<file path="src/rtl/dual_interrupt_controller_unit_defines.svh">
// Assertion macros used by the interrupt controller top-level RTL.
`ifndef DUAL_INTERRUPT_CONTROLLER_UNIT_DEFINES_SVH
`define DUAL_INTERRUPT_CONTROLLER_UNIT_DEFINES_SVH

// Same-cycle implication, checked out of reset.
`define DIC_ASSERT_NOW(label, clk, rst, ante, cons) \
  label: assert property (@(posedge clk) disable iff (rst) (ante) |-> (cons)) \
    else $error("dic assertion failed");

// Next-cycle implication, checked out of reset.
`define DIC_ASSERT_NEXT(label, clk, rst, ante, cons) \
  label: assert property (@(posedge clk) disable iff (rst) (ante) |=> (cons)) \
    else $error("dic assertion failed");

`endif

</file>
<file path="src/rtl/dic_pkg.sv">
// Types, codes and helpers shared by the interrupt controller modules.
`default_nettype none
package dic_pkg;

  localparam logic [1:0] OP_WRITE = 2'd0;
  localparam logic [1:0] OP_READ  = 2'd1;
  localparam logic [1:0] OP_LINE  = 2'd2;

  // OCW2 command field, bits 7..5
  localparam logic [2:0] OCW2_BASE_CLEAR = 3'b000;
  localparam logic [2:0] OCW2_EOI        = 3'b001;
  localparam logic [2:0] OCW2_NOP        = 3'b010;
  localparam logic [2:0] OCW2_SEOI       = 3'b011;
  localparam logic [2:0] OCW2_ROTATE     = 3'b100;
  localparam logic [2:0] OCW2_EOI_ROT    = 3'b101;
  localparam logic [2:0] OCW2_SET_BASE   = 3'b110;
  localparam logic [2:0] OCW2_SEOI_ROT   = 3'b111;

  // OCW3 read select, bits 1..0
  localparam logic [1:0] OCW3_READ_IRR = 2'b10;
  localparam logic [1:0] OCW3_READ_ISR = 2'b11;

  localparam logic [7:0] BYTE_NONE   = 8'hff;
  localparam logic [4:0] PORT_PREFIX = 5'b00001;

  typedef struct packed {
    logic       wr;
    logic       rd;
    logic       port;      // 0 command port, 1 data port
    logic       line;
    logic       level;
    logic [2:0] line_idx;
    logic [7:0] data;
  } dic_chip_cmd_t;

  typedef struct packed {
    logic [7:0] irr;       // request bits after this word's line change
    logic [7:0] isr;
    logic [7:0] imr;
    logic [7:0] icw1;
    logic [7:0] icw2;
    logic       aeoi;
  } dic_chip_stat_t;

  typedef struct packed {
    logic        taken;
    logic        chip;
    logic [2:0]  lvl;
    logic [15:0] call;
  } dic_ack_t;

  typedef struct packed {
    logic       found;
    logic [2:0] idx;
  } dic_first_t;

  function automatic dic_first_t dic_first_set(input logic [7:0] v);
    dic_first_t r;
    r = '0;
    for (int i = 7; i >= 0; i--) begin
      if (v[i]) begin
        r.found = 1'b1;
        r.idx   = 3'(i);
      end
    end
    return r;
  endfunction

endpackage
`default_nettype wire

</file>
<file path="src/rtl/dic_chip.sv">
// One 8259-style controller: registers, command decode, read port and ack update.
`default_nettype none
module dic_chip import dic_pkg::*; (
  input  wire logic           clk,
  input  wire logic           rst,
  input  wire logic           en,
  input  wire dic_chip_cmd_t  cmd,
  input  wire logic           ack,
  input  wire logic [2:0]     ack_lvl,
  output dic_chip_stat_t      stat,
  output logic [7:0]          rd_byte
);

  logic [7:0] imr, irr, isr, icw1, icw2, icw3, icw4, latched;
  logic [2:0] base;
  logic       exp2, exp3, exp4, latch_pend;

  logic [7:0] imr_next, irr_next, isr_next, icw1_next, icw2_next, icw3_next, icw4_next;
  logic [7:0] latched_next;
  logic [2:0] base_next;
  logic       exp2_next, exp3_next, exp4_next, latch_pend_next;

  logic [7:0]  irr_line;
  logic [15:0] isr_dbl;
  logic [7:0]  isr_rot;
  dic_first_t  rot_first;
  logic [2:0]  ns_lvl;
  logic [2:0]  cmd_lvl;

  always_comb begin
    irr_line = irr;
    if (cmd.line) begin
      irr_line[cmd.line_idx] = cmd.level;
    end
  end

  // Rotate so the priority base lands at bit 0 for the non-specific EOI search.
  assign isr_dbl   = {isr, isr} >> base;
  assign isr_rot   = isr_dbl[7:0];
  assign rot_first = dic_first_set(isr_rot);
  assign ns_lvl    = rot_first.idx + base;
  assign cmd_lvl   = cmd.data[2:0];

  assign stat.irr  = irr_line;
  assign stat.isr  = isr;
  assign stat.imr  = imr;
  assign stat.icw1 = icw1;
  assign stat.icw2 = icw2;
  assign stat.aeoi = icw4[1];

  always_comb begin
    rd_byte = '0;
    if (cmd.rd) begin
      if (cmd.port) begin
        rd_byte = imr;
      end else if (latch_pend) begin
        rd_byte = latched;
      end
    end
  end

  always_comb begin
    imr_next        = imr;
    irr_next        = irr;
    isr_next        = isr;
    icw1_next       = icw1;
    icw2_next       = icw2;
    icw3_next       = icw3;
    icw4_next       = icw4;
    latched_next    = latched;
    base_next       = base;
    exp2_next       = exp2;
    exp3_next       = exp3;
    exp4_next       = exp4;
    latch_pend_next = latch_pend;

    if (cmd.wr && !cmd.port) begin
      if (cmd.data[4]) begin
        icw1_next = cmd.data;
        exp2_next = 1'b1;
        exp3_next = ~cmd.data[1];
        exp4_next = cmd.data[0];
      end else if (cmd.data[3]) begin
        if (cmd.data[1:0] == OCW3_READ_IRR) begin
          latch_pend_next = 1'b1;
          latched_next    = irr;
        end else if (cmd.data[1:0] == OCW3_READ_ISR) begin
          latch_pend_next = 1'b1;
          latched_next    = isr & ~imr;
        end
      end else begin
        unique case (cmd.data[7:5])
          OCW2_BASE_CLEAR: base_next = '0;
          OCW2_EOI: begin
            if (rot_first.found) begin
              isr_next[ns_lvl] = 1'b0;
              irr_next[ns_lvl] = 1'b0;
            end
          end
          OCW2_NOP: ;
          OCW2_SEOI: begin
            if (isr[cmd_lvl]) begin
              isr_next[cmd_lvl] = 1'b0;
              irr_next[cmd_lvl] = 1'b0;
            end
          end
          OCW2_ROTATE: base_next = base + 3'd1;
          OCW2_EOI_ROT: begin
            if (rot_first.found) begin
              isr_next[ns_lvl] = 1'b0;
              irr_next[ns_lvl] = 1'b0;
              base_next        = base + 3'd1;
            end
          end
          OCW2_SET_BASE: base_next = cmd_lvl;
          OCW2_SEOI_ROT: begin
            if (isr[cmd_lvl]) begin
              isr_next[cmd_lvl] = 1'b0;
              irr_next[cmd_lvl] = 1'b0;
              base_next         = base + 3'd1;
            end
          end
          default: ;
        endcase
      end
    end

    if (cmd.wr && cmd.port) begin
      priority if (exp2) begin
        icw2_next = cmd.data;
        exp2_next = 1'b0;
      end else if (exp3) begin
        icw3_next = cmd.data;
        exp3_next = 1'b0;
      end else if (exp4) begin
        icw4_next = cmd.data;
        exp4_next = 1'b0;
      end else begin
        imr_next = cmd.data;
        isr_next = isr & cmd.data;
        irr_next = irr & cmd.data;
      end
    end

    // a command-port read hands out the latched byte once
    if (cmd.rd && !cmd.port) begin
      latch_pend_next = 1'b0;
    end

    if (cmd.line) begin
      irr_next = irr_line;
    end

    // the scan may pick this chip on a line change of the other chip
    if (ack) begin
      irr_next[ack_lvl] = 1'b0;
      isr_next[ack_lvl] = ~icw4[1];
    end
  end

  always_ff @(posedge clk) begin
    if (rst) begin
      imr        <= '1;
      irr        <= '0;
      isr        <= '0;
      icw1       <= '0;
      icw2       <= '0;
      icw3       <= '0;
      icw4       <= '0;
      latched    <= '0;
      base       <= '0;
      exp2       <= 1'b0;
      exp3       <= 1'b0;
      exp4       <= 1'b0;
      latch_pend <= 1'b0;
    end else if (en) begin
      imr        <= imr_next;
      irr        <= irr_next;
      isr        <= isr_next;
      icw1       <= icw1_next;
      icw2       <= icw2_next;
      icw3       <= icw3_next;
      icw4       <= icw4_next;
      latched    <= latched_next;
      base       <= base_next;
      exp2       <= exp2_next;
      exp3       <= exp3_next;
      exp4       <= exp4_next;
      latch_pend <= latch_pend_next;
    end
  end

endmodule
`default_nettype wire

</file>
<file path="src/rtl/dic_scan.sv">
// Fixed-order acknowledge scan across the chips and call address build.
`default_nettype none
module dic_scan import dic_pkg::*; #(
  parameter int NUM_CHIPS = 2
) (
  input  wire dic_chip_stat_t stat [NUM_CHIPS],
  output dic_ack_t            ack
);

  always_comb begin
    logic       done;
    logic [7:0] hit;
    dic_first_t f;
    done = 1'b0;
    hit  = '0;
    f    = '0;
    ack  = '0;
    for (int c = 0; c < NUM_CHIPS; c++) begin
      if (!done) begin
        hit = stat[c].isr | (stat[c].irr & ~stat[c].imr);
        f   = dic_first_set(hit);
        if (f.found) begin
          done = 1'b1;
          // an in-service bit met first blocks everything after it
          if (!stat[c].isr[f.idx]) begin
            ack.taken = 1'b1;
            ack.chip  = 1'(c);
            ack.lvl   = f.idx;
            if (stat[c].icw1[2]) begin
              ack.call = {stat[c].icw2, stat[c].icw1[7:5], f.idx, 2'b00};
            end else begin
              ack.call = {stat[c].icw2, stat[c].icw1[7:6], f.idx, 3'b000};
            end
          end
        end
      end
    end
  end

endmodule
`default_nettype wire

</file>
<file path="src/rtl/dual_interrupt_controller_unit.sv">
// Cascaded pair of 8259-style interrupt controllers with a word-in, word-out interface.
`default_nettype none
`include "dual_interrupt_controller_unit_defines.svh"
// Each request word is a bus write, a bus read or a request line change; each gives
// exactly one response word. Throughput is one word per cycle while the response is
// taken without rsp_stall. A word sits in the input register while the decode,
// register update and priority scan settle, and then lands in the response register.
// The pipeline advances only while the response register is empty or being taken, so
// rsp_stall backs up into req_stall after one held word. Ports 0x08/0x09 address the
// first chip, 0x0c/0x0d the second; other addresses read 0xff and ignore writes.
module dual_interrupt_controller_unit import dic_pkg::*; #(
  parameter int NUM_CHIPS = 2
) (
  input  wire logic        clk,
  input  wire logic        rst,
  input  wire logic        req_valid,
  output logic             req_stall,
  input  wire logic [1:0]  operation,
  input  wire logic [7:0]  bus_addr,
  input  wire logic [7:0]  write_data,
  input  wire logic [3:0]  line_number,
  input  wire logic        line_level,
  input  wire logic        cpu_ready,
  output logic             rsp_valid,
  input  wire logic        rsp_stall,
  output logic [7:0]       read_data,
  output logic             int_taken,
  output logic [15:0]      call_address
);

  logic        s1_valid;
  logic [1:0]  s1_op;
  logic [7:0]  s1_addr;
  logic [7:0]  s1_data;
  logic [3:0]  s1_line;
  logic        s1_level;
  logic        s1_ready;

  logic        out_free, advance, accept;
  logic        port_match, do_scan, in_dev;
  logic [NUM_CHIPS-1:0] chip_addr_hit;

  dic_chip_cmd_t  chip_cmd  [NUM_CHIPS];
  dic_chip_stat_t chip_stat [NUM_CHIPS];
  logic [7:0]     chip_rd   [NUM_CHIPS];
  dic_ack_t       scan_ack;

  logic [7:0]  read_data_next;
  logic        int_taken_next;
  logic [15:0] call_address_next;

  assign out_free  = !rsp_valid || !rsp_stall;
  assign advance   = s1_valid && out_free;
  assign req_stall = s1_valid && !out_free;
  assign accept    = req_valid && !req_stall;

  always_ff @(posedge clk) begin
    if (rst) begin
      s1_valid <= 1'b0;
    end else if (accept) begin
      s1_valid <= 1'b1;
    end else if (advance) begin
      s1_valid <= 1'b0;
    end
  end

  always_ff @(posedge clk) begin
    if (accept) begin
      s1_op    <= operation;
      s1_addr  <= bus_addr;
      s1_data  <= write_data;
      s1_line  <= line_number;
      s1_level <= line_level;
      s1_ready <= cpu_ready;
    end
  end

  assign port_match = (s1_addr[7:3] == PORT_PREFIX) && !s1_addr[1];
  assign do_scan    = (s1_op == OP_LINE) && s1_ready;
  assign in_dev     = |chip_addr_hit;

  for (genvar c = 0; c < NUM_CHIPS; c++) begin : g_chip
    assign chip_addr_hit[c] = port_match && (s1_addr[2] == 1'(c));

    always_comb begin
      chip_cmd[c].wr       = (s1_op == OP_WRITE) && chip_addr_hit[c];
      chip_cmd[c].rd       = (s1_op == OP_READ) && chip_addr_hit[c];
      chip_cmd[c].port     = s1_addr[0];
      chip_cmd[c].line     = (s1_op == OP_LINE) && (s1_line[3] == 1'(c));
      chip_cmd[c].level    = s1_level;
      chip_cmd[c].line_idx = s1_line[2:0];
      chip_cmd[c].data     = s1_data;
    end

    dic_chip u_chip (
      .clk     (clk),
      .rst     (rst),
      .en      (advance),
      .cmd     (chip_cmd[c]),
      .ack     (do_scan && scan_ack.taken && (scan_ack.chip == 1'(c))),
      .ack_lvl (scan_ack.lvl),
      .stat    (chip_stat[c]),
      .rd_byte (chip_rd[c])
    );
  end

  dic_scan #(
    .NUM_CHIPS (NUM_CHIPS)
  ) u_scan (
    .stat (chip_stat),
    .ack  (scan_ack)
  );

  always_comb begin
    read_data_next    = '0;
    int_taken_next    = 1'b0;
    call_address_next = '0;
    if (s1_op == OP_READ) begin
      if (!in_dev) begin
        read_data_next = BYTE_NONE;
      end else begin
        for (int c = 0; c < NUM_CHIPS; c++) begin
          read_data_next = read_data_next | chip_rd[c];
        end
      end
    end
    if (do_scan && scan_ack.taken) begin
      int_taken_next    = 1'b1;
      call_address_next = scan_ack.call;
    end
  end

  always_ff @(posedge clk) begin
    if (rst) begin
      rsp_valid <= 1'b0;
    end else if (out_free) begin
      rsp_valid <= s1_valid;
    end
  end

  always_ff @(posedge clk) begin
    if (advance) begin
      read_data    <= read_data_next;
      int_taken    <= int_taken_next;
      call_address <= call_address_next;
    end
  end

  `DIC_ASSERT_NOW(a_taken_no_read, clk, rst, rsp_valid && int_taken, read_data == 8'h00)
  `DIC_ASSERT_NOW(a_call_only_taken, clk, rst, rsp_valid && !int_taken, call_address == 16'h0000)
  `DIC_ASSERT_NOW(a_stall_needs_held, clk, rst, req_stall, s1_valid && rsp_valid)
  `DIC_ASSERT_NEXT(a_advance_fills, clk, rst, advance, rsp_valid)

endmodule
`default_nettype wire

</file>
<file path="config.mk">
export PLATFORM = sky130hd
export DESIGN_NAME = dual_interrupt_controller_unit
export DESIGN_NICKNAME = d
export VERILOG_FILES = /design/src/rtl/dic_pkg.sv /design/src/rtl/dic_chip.sv /design/src/rtl/dic_scan.sv /design/src/rtl/dual_interrupt_controller_unit.sv
export VERILOG_INCLUDE_DIRS = /design/src /design/src/rtl
export SDC_FILE = /design/constraint.sdc
export NUM_CORES = 1
export LEC_CHECK = 0
export ABC_AREA = 1
export BUFFER_PORTS_ARGS = -buffer_cell sky130_fd_sc_hd__buf_2
export CORE_MARGIN = 1
export CORE_UTILIZATION = 60
export CTS_CLUSTER_DIAMETER = 50
export DETAILED_ROUTE_END_ITERATION = 6
export GPL_TIMING_DRIVEN = 0
export MAX_ROUTING_LAYER = met4
export PLACE_DENSITY = 0.82
export SKIP_LAST_GASP = 1
export SYNTH_ARGS = -nofsm -noshare
export SYNTH_HDL_FRONTEND = slang
export SYNTH_SLANG_ARGS = --single-unit
</file>
<file path="constraint.sdc">
create_clock -name clk -period 4.13 [get_ports clk]
set_input_delay 0.826 -clock clk [delete_from_list [all_inputs] [get_ports clk]]
set_output_delay 0.826 -clock clk [all_outputs]
set_load 0.02 [all_outputs]
</file>
Word-level counts from Yosys, hierarchy flattened
Index checks and enable logic that the tools add are counted.

Bits of input ports: 28. Bits in registers: 165.

Multiplexer cells: 169. Shift-type cells: 2. Bitwise operators: 41. Equal/unequal tests: 17. Magnitude comparators: 12. Reduce and logical (&&, ||, !) cells: 62. $add $sub $neg: 4.

Operators with widths (count): 8-bit 2-to-1 mux (55); 8-bit bitwise AND (18); 4-bit 2-to-1 mux (33); 21-bit 2-to-1 mux (5); 8-bit case mux with 2 select lines (4); 1-bit 2-to-1 mux (51); 8-bit NOT (6); 5-bit AND reduction (8); 8-bit bitwise mux (4); 16-bit by 3-bit right shift with 8-bit output (2); 3-bit case mux with 5 select lines (2); 3-bit by 4-bit less-than comparator with 1-bit output (second input constant) (7); 1-bit logical AND (27); 8-bit bitwise OR (3); 1-bit demux with 3-bit select (5); 3-bit by 1-bit greater-or-equal comparator with 1-bit output (second input constant) (5); 1-bit NOT (14); 7-bit AND reduction (2); 1-bit binary-select mux with 3-bit select (4); 3-bit equality test (second input constant) (4); 3-bit 2-to-1 mux (4); 6-bit 2-to-1 mux (2); 2-bit by 1-bit != test with 1-bit output (second input constant) (6); 3-bit AND reduction (4); 15 further kinds (32).

Logic depth before layout (Yosys ltp)
Gate-level depths: netlist (run 1).

Depth after elaboration: 30. Depth in mapped cells: 32. Mapped depth without buffers: 31.

Cells and area by module
A second synthesis (run 1) with hierarchy kept.

Cells, all modules: 1779. Area total of the unflattened synthesis: 11602.4 um^2.

Modules (own cells, without submodules): dic_chip (g_chip[1].u_chip) (area an instance 4361.7 um^2, cells an instance 713, times used 1); dic_chip (g_chip[0].u_chip) (area an instance 4325.4 um^2, cells an instance 724, times used 1); dual_interrupt_controller_unit (area an instance 1940.6 um^2, cells an instance 143, times used 1); dic_scan (area an instance 974.7 um^2, cells an instance 199, times used 1).

Least setup slack after synthesis (run 1)
No wires, ideal clock.

Path kind: flip-flop to flip-flop. Start: register g_chip[0].u_chip.base[0]. End: register g_chip[0].u_chip.irr[4]. Slack: 0.672 ns. Clock period less this slack: 3.458 ns. Buffers on the path: 2. Data required time: 3.966 ns. Arrival time: 3.295 ns. Cell stages (with the launch flop): 31. Library setup time: 0.164 ns. Cells stage by stage: dfxtp_1 buf_2 buf_2 nand2_1 o21ai_0 nand2_1 o21ai_0 inv_1 o21ai_0 nand3_1 nand2_1 nand2_1 nand2_1 nand2_1 a21oi_1 ha_1 inv_1 fa_1 xor2_1 nand3b_1 nand2_1 nor2_1 nand2_1 a21oi_1 o21ai_0 nand2_1 nand2_1 nand3_1 o21ai_0 nand2_1 a21oi_1.

Word-level cells in the longest chain between the ends: 28.

RTL lines: from (decl) (RTL line dic_chip.sv:15) `logic [2:0] base;`; from (signal assigned) (RTL line dic_chip.sv:185) `base <= base_next;`; 16-bit by 3-bit right shift with 8-bit output (RTL line dic_chip.sv:38) `assign isr_dbl = {isr, isr} >> base;`; 4-bit 2-to-1 mux (8 in a row) (RTL line dic_pkg.sv:61) `if (v[i]) begin`; 3-bit adder (RTL line dic_chip.sv:41) `assign ns_lvl = rot_first.idx + base;`; 3-bit by 4-bit less-than comparator with 1-bit output (implied by the code) / 3-bit by 1-bit greater-or-equal comparator with 1-bit output (equally long branches) (RTL line dic_chip.sv:97, dic_chip.sv:111); 1-bit logical AND (implied by the code) (RTL line dic_chip.sv:97, dic_chip.sv:111); 1-bit 2-to-1 mux (implied by the code) (RTL line dic_chip.sv:97, dic_chip.sv:111); 1-bit demux with 3-bit select; 8-bit NOT (no line); [... 5 more ...]; 8-bit 2-to-1 mux (*) (RTL line dic_chip.sv:77) `if (cmd.wr && !cmd.port) begin`; 8-bit 2-to-1 mux (RTL line dic_chip.sv:135) `end else if (exp4) begin`; 8-bit 2-to-1 mux (RTL line dic_chip.sv:132) `end else if (exp3) begin`; 8-bit 2-to-1 mux (RTL line dic_chip.sv:129) `priority if (exp2) begin`; 8-bit 2-to-1 mux (*) (RTL line dic_chip.sv:128) `if (cmd.wr && cmd.port) begin`; 8-bit 2-to-1 mux (*) (RTL line dic_chip.sv:150) `if (cmd.line) begin`; 8-bit bitwise AND (no line); 8-bit 2-to-1 mux (*) (RTL line dic_chip.sv:155) `if (ack) begin`; to (signal assigned) (RTL line dic_chip.sv:178) `irr <= irr_next;`; to (decl) (RTL line dic_chip.sv:14) `logic [7:0] imr, irr, isr, icw1, icw2, icw3, icw4, latched;`.

Mark *: on every way between the ends. The rest lies on a longest branch, timed or not. A chain may end at the register's enable or synchronous reset.

Worst setup path after layout (run 1)
Start: register s1_line[0]. End: register g_chip[1].u_chip.isr[4].

Word-level cells in the longest chain between the ends: 29.

RTL lines: from (decl) (RTL line dual_interrupt_controller_unit.sv:35) `logic [3:0] s1_line;`; from (signal assigned) (RTL line dual_interrupt_controller_unit.sv:72) `s1_line <= line_number;`; 3-bit by 4-bit less-than comparator with 1-bit output (implied by the code) / 3-bit by 1-bit greater-or-equal comparator with 1-bit output (equally long branches) (RTL line dic_chip.sv:33) `irr_line[cmd.line_idx] = cmd.level;`; 1-bit logical AND (implied by the code) (RTL line dic_chip.sv:33); 1-bit 2-to-1 mux (implied by the code) (RTL line dic_chip.sv:33); 1-bit demux with 3-bit select (*); 8-bit bitwise mux (RTL line dic_chip.sv:33); 8-bit 2-to-1 mux (RTL line dic_chip.sv:32) `if (cmd.line) begin`; 8-bit bitwise AND (RTL line dic_scan.sv:20) `hit = stat[c].isr | (stat[c].irr & ~stat[c].imr);`; 8-bit bitwise OR (RTL line dic_scan.sv:20); [... 13 more ...]; 21-bit 2-to-1 mux (RTL line dic_scan.sv:22) `if (f.found) begin`; 21-bit 2-to-1 mux (*) (RTL line dic_scan.sv:19) `if (!done) begin`; 3-bit by 4-bit less-than comparator with 1-bit output (implied by the code) / 3-bit by 1-bit greater-or-equal comparator with 1-bit output (equally long branches) (RTL line dic_chip.sv:157) `isr_next[ack_lvl] = ~icw4[1];`; 1-bit logical AND (implied by the code) (RTL line dic_chip.sv:157); 1-bit 2-to-1 mux (implied by the code) (RTL line dic_chip.sv:157); 1-bit demux with 3-bit select; 8-bit bitwise mux (RTL line dic_chip.sv:157); 8-bit 2-to-1 mux (*) (RTL line dic_chip.sv:155); to (signal assigned) (RTL line dic_chip.sv:179) `isr <= isr_next;`; to (decl) (RTL line dic_chip.sv:14).

Mark *: on every way between the ends. The rest lies on a longest branch, timed or not. The select of a mux whose other input is x is not followed.

==> results.sh, run 1 <==
export IMPL_status="finished, violations left"
export IMPL_violations="DRC"
export IMPL_antenna_found_initial=0
export IMPL_synth_xor_area_frac=0.001723
export IMPL_async_reset_ff_frac=0
export IMPL_first_pass_iters=7
export IMPL_p_clk_frac=0.447
export IMPL_ys_top_cells_by_area="dfxtp_1 (21%), nand2_1 (14%), edfxtp_1 (14%)"
export IMPL_die_area_sq_um=17470
export IMPL_start_util=0.6132
export IMPL_critPathMaxFanout=10
export IMPL_via_count=12180
export IMPL_grt_first_pass_wirelength_um=63000
export IMPL_cp_start_kind="register"
export IMPL_drt_wl_total_um=42110
export IMPL_yosys_top_cells_count="nand2_1 (385), o21ai_0 (165), inv_1 (155), a21oi_1 (147), nand3_1 (142)"
export IMPL_path_common_cell="nand3_1"
export IMPL_cts_buffers=17
export IMPL_area_delta_synth_final_pct=12.21
export IMPL_postCtsHoldBufs=0
export IMPL_cts_tree="built"
export IMPL_drtIter0Drc=2085
export IMPL_tightest_slew_ns=1.064
export IMPL_n_fill_cell=1440
export IMPL_slowest_stage="edfxtp_1"
export IMPL_ys_ff_latch=153
export IMPL_wl_per_cell_um=22.63
export IMPL_power_w=0.003557
export IMPL_path_clk_slew_ns=0.07
export IMPL_max_freq_ghz=0.2486
export IMPL_worstPathArrival_ns=4.32
export IMPL_drc=14
export IMPL_place_hpwl_um=31130
export IMPL_hold_violations=0
export IMPL_min_period_ns=4.022
export IMPL_setup_violations=0
export IMPL_switching_share=0.2904
export IMPL_ios=55
export IMPL_max_vdd_ir_drop_v=0.0004039
export IMPL_required_ns=4.43
export IMPL_drive_gt1_frac=0.1232
export IMPL_h_tree_depth=4
export IMPL_syn_avg_cell_area_sq_um=6.531
export IMPL_leakage_nw=4.835
export IMPL_hold_class="register to register"
export IMPL_nets=1661
export IMPL_synthFlopType="dfxtp_1"
export IMPL_ys_warn_count=0
export IMPL_seq_area_frac_synth=0.3475
export IMPL_ys_types=52
export IMPL_netlist_area_sq_um=10170
export IMPL_vias_per_cell=6.545
export IMPL_postLayoutCoreUtil=0.6880
export IMPL_muxShareOfSynthArea=0.001969
export IMPL_powerDensity_nw_per_um2=311.8
export IMPL_die_w_um=132.2
export IMPL_grt_max_degree=33
export IMPL_cp_cell_sequence="inv_2 > nand3_1 > nor2_1 > clkinv_1 > nand2_1 > nand2_1 > o21ai_1 > o21ai_1 > nor2_1 > nand2_1 > nand2_1 > inv_1 > nand3_1 > nand3_1 > nand2_2 > inv_2 > nor3_4 > buf_6 > nand3_1 > nand3_1 > a21oi_1"
export IMPL_row_count=47
export IMPL_cts_root_buf="clkbuf_16"
export IMPL_critPathKind="register to register"
export IMPL_clockBufferDepth=2
export IMPL_finalClockSkew_ns=0.01130
export IMPL_clock_latency_ns=0.45
export IMPL_grt_pass1_vias=11070
export IMPL_synth_most_common_cell="nand2_1"
export IMPL_die_h_um=132.2
export IMPL_yosysTopAreaCell="dfxtp_1"
export IMPL_synthSimpleGateAreaFrac=0.3052
export IMPL_pwr_share_seq=0.456
export IMPL_tns_ns=0
export IMPL_numPortBuffers=51
export IMPL_synth_top_area_share=0.2087
export IMPL_crit_path_max_incr_delay_ns=0.54
export IMPL_overflow=0
export IMPL_drtAntennaViolNets=0
export IMPL_setup_worst_path_end_class="register"
export IMPL_max_cap_violations=0
export IMPL_p_int_w=0.002524
export IMPL_synthAdderAreaFrac=0.008859
export IMPL_core_area_sq_um=16580
export IMPL_p_sw_w=0.001033
export IMPL_slew_headroom=0.2878
export IMPL_period_share=0.9739
export IMPL_clock_sinks=153
export IMPL_gr_usage_all_layers=0.4967
export IMPL_synth_edf_count=47
export IMPL_combPwrFrac=0.097
export IMPL_synth_top_family_by_area="simple AND/OR/NAND/NOR gates"
export IMPL_slew_viol_final=0
export IMPL_place_gp_congestion=1.096
export IMPL_syn_inst=1557
export IMPL_synth_compound_area_frac=0.2361
==> path summary, 6_finish.rpt <==
| path | from | end | slack [ns] | cells past startpoint |
|---|---|---|---|---|
| min | g_chip[1].u_chip.icw2[6]$_SDFFE_PP0P_ | g_chip[1].u_chip.icw2[6]$_SDFFE_PP0P_ | 0.45 | 2 |
| max reg2reg | s1_line[0]$_DFFE_PP_ | g_chip[1].u_chip.isr[4]$_SDFFE_PP0P_ | 0.11 | 21 |
| max | s1_line[0]$_DFFE_PP_ | g_chip[1].u_chip.isr[4]$_SDFFE_PP0P_ | 0.11 | 21 |
| min reg2reg | g_chip[1].u_chip.icw2[6]$_SDFFE_PP0P_ | g_chip[1].u_chip.icw2[6]$_SDFFE_PP0P_ | 0.45 | 2 |
==> cell type report <==
type / count / area [sq um] / area share
inverters: 180 / 683.2 / 0.05987
flip-flops and latches: 153 / 3552 / 0.3113
clock inverters: 14 / 153.9 / 0.01349
multi-input cells: 1152 / 5703 / 0.4998
well taps: 220 / 275.3 / 0.02413
plain buffers: 70 / 340.3 / 0.02983
clock buffers: 18 / 429.2 / 0.03761
repair buffers: 53 / 270.3 / 0.02369
diodes: 1 / 2.502 / 0.0002193
==> flip-flops by register name, summed over array words and instances (netlist names) <==
name                      count
g_chip.u_chip.latched        16
read_data                     8
g_chip.u_chip.imr            16
s1_level                      1
g_chip.u_chip.icw4            2
g_chip.u_chip.exp2            2
g_chip.u_chip.icw1            8
s1_addr                       8
g_chip.u_chip.icw2           16
s1_ready                      1
g_chip.u_chip.irr            16
s1_data                       8
s1_line                       4
g_chip.u_chip.base            6
call_address                 14
s1_op                         2
g_chip.u_chip.exp4            2
rsp_valid                     1
int_taken                     1
g_chip.u_chip.isr            16
g_chip.u_chip.exp3            2
g_chip.u_chip.latch_pend      2
s1_valid                      1
==> logic make-up (layout without fill, tap and decap cells) <==
family / after synthesis / after routing
buf+inv: 253 / 335
fa+ha+maj: 6 / 6
xor+xnor: 2 / 2
compound gates: 433 / 433
other cells: 1 / 3
flops: 153 / 153
simple gates: 707 / 707
mux: 2 / 2
==> layout by cell type (no fill, tap or decap), types with 24 or more instances in the layout <==
cell type  netlist  layout
a21oi_1        147     144
a31oi_1         33      33
buf_2            8      55
clkbuf_1        57      51
dfxtp_1        106      95
edfxtp_1        47      47
inv_1          155     149
nand2_1        385     383
nand3_1        142     141
nor2_1          98      93
o21ai_0        165     156
o21ai_1         20      24
==> power by group through the flow <==
stage / registers [W] / clock network (W) / logic, W
final: 0.00162 / 0.00159 / 0.000345
after detailed placement: 0.00166 / 0 / 0.000322
after global routing: 0.00162 / 0.00163 / 0.000359
after global placement: 0.00165 / 0 / 0.000317
after CTS: 0.00162 / 0.00158 / 0.000323
after floorplan: 0.00165 / 0 / 0.000187
==> per-layer routing <==
metal / GRT usage / part of all wire / routed length, um / vias up
li1: - / - / - / 5410
met1: 0.6243 / 0.37 / 15710 / 5521
met2: 0.7134 / 0.41 / 17360 / 1017
met3: 0.1611 / 0.15 / 6380 / 232
met4: 0.2497 / 0.063 / 2657 / 0
met5: - / 0 / 0 / -
==> critical path, delay by kind of cell (launching register included) <==
kind | cells | cell delay (ns)
and+or+nand+nor | 13 | 2.24
AOI/OAI and AO/OA | 3 | 0.26
buffers and inverters | 5 | 0.85
DFF | 1 | 0.54
==> through the flow <==
step                      worst slack, ns  instances  hold WS, ns  area [sq um]
final                              0.1076       1861       0.4481         11410
after global placement           -0.05125       1829       0.4345         10700
after floorplan                    0.6719       1558       0.4245         10170
after detailed placement          -0.1010       1829       0.4386         10700
after global routing              -0.1042       1860       0.4687         11410
after CTS                         0.01777       1861       0.4485         11290
==> repair_timing <==
action,CTS,global route
gates resized for setup,3,61
setup endpoints to repair,10,40
setup buffers,0,2
pin swaps,0,8
Power figures use the tool's default switching activity.
==> inputs of run 2 (changes only) <==
--- a/config.mk
+++ b/config.mk
@@ -8,6 +8,7 @@
 export LEC_CHECK = 0
 export ABC_AREA = 1
 export BUFFER_PORTS_ARGS = -buffer_cell sky130_fd_sc_hd__buf_2
+export CORE_ASPECT_RATIO = 0.9
 export CORE_MARGIN = 1
 export CORE_UTILIZATION = 60
 export CTS_CLUSTER_DIAMETER = 50
==> results.sh, run 2 (synthesis results as in run 1) <==
export IMPL_status="finished, violations left"
export IMPL_violations="DRC"
export IMPL_grt_first_pass_wirelength_um=63160
export IMPL_hold_violations=0
export IMPL_antenna_found_initial=0
export IMPL_drt_wl_total_um=42370
export IMPL_slew_headroom=0.1030
export IMPL_routed_wl_met2_um=16960
export IMPL_max_freq_ghz=0.2483
export IMPL_grt_max_degree=33
export IMPL_final_cell_mix="nand2_1 (381), o21ai_0 (156), inv_1 (149)"
export IMPL_met1_length_um=16470
export IMPL_worstPathArrival_ns=4.40
export IMPL_vias_per_cell=6.567
export IMPL_wl_per_cell_um=22.89
export IMPL_overflow=0
export IMPL_slowest_stage="dfxtp_1"
export IMPL_start_util=0.6219
export IMPL_tightest_slew_ns=1.333
export IMPL_grt_pass1_vias=10750
export IMPL_crit_path_max_incr_delay_ns=0.44
export IMPL_drtIter0Drc=2110
export IMPL_place_gp_congestion=1.138
export IMPL_cp_start_kind="register"
export IMPL_whs_path_depth=2
export IMPL_area_delta_synth_final_pct=12.03
export IMPL_gr_usage_all_layers=0.5006
export IMPL_critPathMaxFanout=7
export IMPL_hold_class="register to register"
export IMPL_tns_ns=0
export IMPL_dp_cells=1816
export IMPL_path_buf_inv=3
export IMPL_period_share=0.9752
export IMPL_die_w_um=139.2
export IMPL_place_ws_ns=-0.2736
export IMPL_rsz0062_at_grt="yes"
export IMPL_clockBufferDepth=2
export IMPL_max_cap_violations=0
export IMPL_ff2ff_path_depth=27
export IMPL_cts_root_buf="clkbuf_16"
export IMPL_numPortBuffers=51
export IMPL_slew_viol_final=0
export IMPL_r2r_start="g_chip[0].u_chip.isr[3]$_SDFFE_PP0P_"
export IMPL_whs_endpoint="g_chip[1].u_chip.icw2[2]$_SDFFE_PP0P_"
export IMPL_drc=4
export IMPL_leakage_nw=4.854
export IMPL_clock_sinks=153
export IMPL_setup_violations=0
export IMPL_core_area_sq_um=16350
export IMPL_drive_gt1_frac=0.1248
export IMPL_row_count=44
export IMPL_finalClockSkew_ns=0.009487
export IMPL_cts_buffers=17
export IMPL_layout_commonest_cell="nand2_1"
export IMPL_critPathKind="register to register"
export IMPL_via_count=12160
export IMPL_die_h_um=125.5
export IMPL_path_common_cell="nand2_1"
export IMPL_die_area_sq_um=17470
export IMPL_routed_top_layer="met4"
export IMPL_cts_tree="built"
export IMPL_ios=55
export IMPL_setup_slack_ns=0.1025
export IMPL_first_pass_iters=7
export IMPL_n_fill_cell=1418
export IMPL_clock_latency_ns=0.45
export IMPL_rr_endpoint="g_chip[0].u_chip.irr[7]$_SDFFE_PP0P_"
export IMPL_setup_worst_path_end_class="register"
export IMPL_path_clk_slew_ns=0.07
export IMPL_crit_family="compound AO/OA/AOI/OAI gates"
export IMPL_layout_cells_non_filler=1851
export IMPL_powerDensity_nw_per_um2=307.7
export IMPL_h_tree_depth=4
export IMPL_crit_start="g_chip[0].u_chip.isr[3]$_SDFFE_PP0P_"
export IMPL_place_hpwl_um=31440
export IMPL_min_period_ns=4.027
export IMPL_wl_met3_um=6438
export IMPL_postCtsHoldBufs=0
export IMPL_max_vdd_ir_drop_v=0.0003420
export IMPL_nets=1664
export IMPL_reg2reg_slack_ns=0.10
export IMPL_required_ns=4.50
export IMPL_hold_start="g_chip[1].u_chip.icw2[2]$_SDFFE_PP0P_"
export IMPL_drtAntennaViolNets=0
## run 2: area by class of cell
type                    instances  area (sq um)  area share
multi-input cells            1152          5699      0.5003
flip-flops and latches        153          3553      0.3119
inverters                     180         684.4     0.06008
clock buffers                  18         430.4     0.03778
plain buffers                  68         330.3     0.02900
repair buffers                 58         307.8     0.02702
well taps                     207         259.0     0.02273
clock inverters                14         125.1     0.01098
diodes                          1         2.502   0.0002197
## run 2: through the flow
stage / power, W / hold WS (ns) / instance area [sq um] / utilization
floorplan: 0.001840 / 0.4245 / 10170 / -
global placement: 0.001970 / 0.4343 / 10690 / 0.6536
detailed placement: 0.001974 / 0.4386 / 10690 / 0.6537
CTS: 0.003455 / 0.4487 / 11250 / 0.6882
global route: 0.003558 / 0.4894 / 11390 / 0.6966
finish: 0.003505 / 0.4521 / 11390 / 0.6967
## run 2: where the power goes
part           leakage (nW)  internal, W  switching (W)
clock network         0.284     0.000799       0.000740
logic                  3.25    0.0000835       0.000262
registers              1.32      0.00158      0.0000368
total                  4.85      0.00247        0.00104
## run 2: worst reg2reg max path: cells and delay by family, from the launching register on
family | cells | cell delay (ns)
AO/OA/AOI/OAI | 9 | 1.37
XOR/XNOR | 1 | 0.16
adder cells (fa/ha/maj) | 2 | 0.56
buffers and inverters | 3 | 0.37
flip-flops | 1 | 0.44
AND/OR/NAND/NOR | 12 | 1.04
## run 2: repair_timing
| action | CTS | global route |
|---|---|---|
| endpoints found under the setup margin | 12 | 39 |
| resized for setup | 8 | 51 |
| pin swaps | 1 | 7 |
| setup buffers | 0 | 7 |
## run 2: worst max path at each step
stage	end	slack [ns]	depth (start not counted)
after floorplan	g_chip[0].u_chip.irr[4]$_SDFFE_PP0P_	0.67	30
after global placement	g_chip[0].u_chip.isr[4]$_SDFFE_PP0P_	-0.16	27
after detailed placement	g_chip[0].u_chip.isr[4]$_SDFFE_PP0P_	-0.27	27
after CTS	g_chip[0].u_chip.isr[4]$_SDFFE_PP0P_	0.003	30
after global routing	g_chip[0].u_chip.irr[6]$_SDFFE_PP0P_	-0.05	30
final	g_chip[0].u_chip.irr[7]$_SDFFE_PP0P_	0.10	27
## run 2: routing by layer
metal | vias to the layer above | global-route usage
li1 | 5421 | -
met1 | 5534 | 0.6509
met2 | 1000 | 0.6825
met3 | 200 | 0.1559
met4 | 0 | 0.2824
met5 | - | -
==> inputs of run 3 (changes only) <==
--- a/config.mk
+++ b/config.mk
@@ -7,15 +7,15 @@
 export NUM_CORES = 1
 export LEC_CHECK = 0
 export ABC_AREA = 1
-export BUFFER_PORTS_ARGS = -buffer_cell sky130_fd_sc_hd__buf_2
 export CORE_ASPECT_RATIO = 0.9
 export CORE_MARGIN = 1
 export CORE_UTILIZATION = 60
 export CTS_CLUSTER_DIAMETER = 50
 export DETAILED_ROUTE_END_ITERATION = 6
+export DONT_BUFFER_PORTS = 1
 export GPL_TIMING_DRIVEN = 0
 export MAX_ROUTING_LAYER = met4
-export PLACE_DENSITY = 0.82
+export PLACE_DENSITY = 0.8
 export SKIP_LAST_GASP = 1
 export SYNTH_ARGS = -nofsm -noshare
 export SYNTH_HDL_FRONTEND = slang
==> results.sh, run 3 (synthesis results as in run 1) <==
export IMPL_critPathMaxFanout=10
export IMPL_setup_slack_ns=0.1539
export IMPL_grt_first_pass_wirelength_um=62440
export IMPL_ios=55
export IMPL_via_count=12240
export IMPL_clock_sinks=153
export IMPL_finalClockSkew_ns=0.01174
export IMPL_max_vdd_ir_drop_v=0.0002638
export IMPL_vias_per_cell=6.810
export IMPL_layout_commonest_cell="nand2_1"
export IMPL_slew_viol_final=0
export IMPL_drive_gt1_frac=0.09742
export IMPL_slowest_stage="clkbuf_1"
export IMPL_die_h_um=125.5
export IMPL_setup_worst_path_end_class="register"
export IMPL_die_area_sq_um=17470
export IMPL_cp_cell_sequence="clkbuf_1 > inv_1 > nor2_1 > clkinv_1 > nor2_1 > inv_1 > o21ai_0 > nand2_1 > a21oi_1 > o21ai_0 > nand3_1 > nand2_1 > nand2_1 > a21oi_1"
export IMPL_min_period_ns=3.976
export IMPL_gr_usage_all_layers=0.4919
export IMPL_drtIter0Drc=2357
export IMPL_core_area_sq_um=16350
export IMPL_path_clk_slew_ns=0.07
export IMPL_tns_ns=0
export IMPL_start_util=0.6219
export IMPL_place_hpwl_um=31100
export IMPL_wl_per_cell_um=23.44
export IMPL_clockBufferDepth=2
export IMPL_final_cell_mix="nand2_1 (382), o21ai_0 (153), inv_1 (149)"
export IMPL_overflow=0
export IMPL_h_tree_depth=4
export IMPL_hold_start="g_chip[1].u_chip.icw2[3]$_SDFFE_PP0P_"
export IMPL_crit_start="s1_data[1]$_DFFE_PP_"
export IMPL_drc=25
export IMPL_max_cap_violations=0
export IMPL_postLayoutCoreUtil=0.6843
export IMPL_drtAntennaViolNets=0
export IMPL_powerDensity_nw_per_um2=321.8
export IMPL_place_gp_congestion=1.136
export IMPL_cts_buffers=17
export IMPL_holdWs_ns=0.4525
export IMPL_critPathKind="register to register"
export IMPL_crit_path_max_incr_delay_ns=0.64
export IMPL_setup_violations=0
export IMPL_drt_wl_total_um=42150
export IMPL_path_buf_inv=4
export IMPL_required_ns=4.43
export IMPL_period_share=0.9627
export IMPL_area_delta_synth_final_pct=10.04
export IMPL_cts_tree="built"
export IMPL_nets=1612
export IMPL_crit_family="buffers and inverters"
export IMPL_grt_max_degree=33
export IMPL_diodes=0
export IMPL_slew_headroom=0.2664
export IMPL_violations="DRC"
export IMPL_path_common_cell="nand2_1"
export IMPL_tightest_slew_ns=1.096
export IMPL_clock_latency_ns=0.44
export IMPL_place_ws_ns=-0.08731
export IMPL_cp_start_kind="register"
export IMPL_r2r_start="s1_data[1]$_DFFE_PP_"
export IMPL_die_w_um=139.2
export IMPL_first_pass_iters=7
export IMPL_leakage_nw=4.653
export IMPL_grt_pass1_vias=10970
export IMPL_numPortBuffers=0
export IMPL_worstPathArrival_ns=4.27
export IMPL_antenna_found_initial=0
export IMPL_status="finished, violations left"
export IMPL_power_w=0.003601
export IMPL_hold_class="register to register"
export IMPL_row_count=44
export IMPL_hold_violations=0
export IMPL_cts_root_buf="clkbuf_16"
export IMPL_max_freq_ghz=0.2515
==> run 3: through the flow <==
step                cell area, sq um  std cells
floorplan                      10170       1558
global placement               10430       1765
detailed placement             10430       1765
CTS                            11040       1796
global route                   11190       1798
finish                         11190       1798
==> run 3: worst min-delay path, cell delays in order, from the launching register on <==
cell and delay (ns):
dfxtp_1 0.30, inv_1 0.06, a21oi_1 0.05
==> run 3: layout make-up <==
type | instances | area (sq um)
Sequential cell | 153 | 3555
Timing Repair Buffer | 5 | 45.04
Clock buffer | 17 | 425.4
Inverter | 180 | 684.4
Tap cell | 207 | 259.0
Buffer | 69 | 339.1
Fill cell | 1457 | 5161
Multi-Input combinational cell | 1152 | 5702
Clock inverter | 15 | 180.2
==> run 3: path summary, 6_finish.rpt <==
kind                                                         endpoint  slack [ns]  cells past startpoint
worst max-delay path             g_chip[0].u_chip.irr[6]$_SDFFE_PP0P_        0.15                     14
worst min-delay path            g_chip[1].u_chip.icw2[3]$_SDFFE_PP0P_        0.45                      2
worst max register to register   g_chip[0].u_chip.irr[6]$_SDFFE_PP0P_        0.15                     14
worst min register to register  g_chip[1].u_chip.icw2[3]$_SDFFE_PP0P_        0.45                      2
==> run 3: routing by layer <==
layer  up-vias  track usage  routed length [um]
li1       5319            -                   -
met1      5479       0.6305               15440
met3       275       0.1674                7325
met2      1171       0.6601               16320
met4         0       0.3013                3060
met5         -            -                   0
==> run 3: what timing repair did <==
| action | 4_1_cts | 5_1_grt |
|---|---|---|
| gates resized for setup | 5 | 62 |
| buffers inserted | 0 | 3 |
| hold buffers | 0 | 0 |
| endpoints found under the setup margin | 8 | 40 |
| gates cloned | 0 | 1 |
| pin swaps | 0 | 11 |
==> run 3: where the power goes <==
| part | total (W) | internal, W | leakage [nW] | switching [W] |
|---|---|---|---|---|
| logic | 0.000322 | 0.0000691 | 3.04 | 0.000253 |
| registers | 0.00164 | 0.00158 | 1.32 | 0.0000523 |
| clock network | 0.00164 | 0.000871 | 0.292 | 0.000772 |
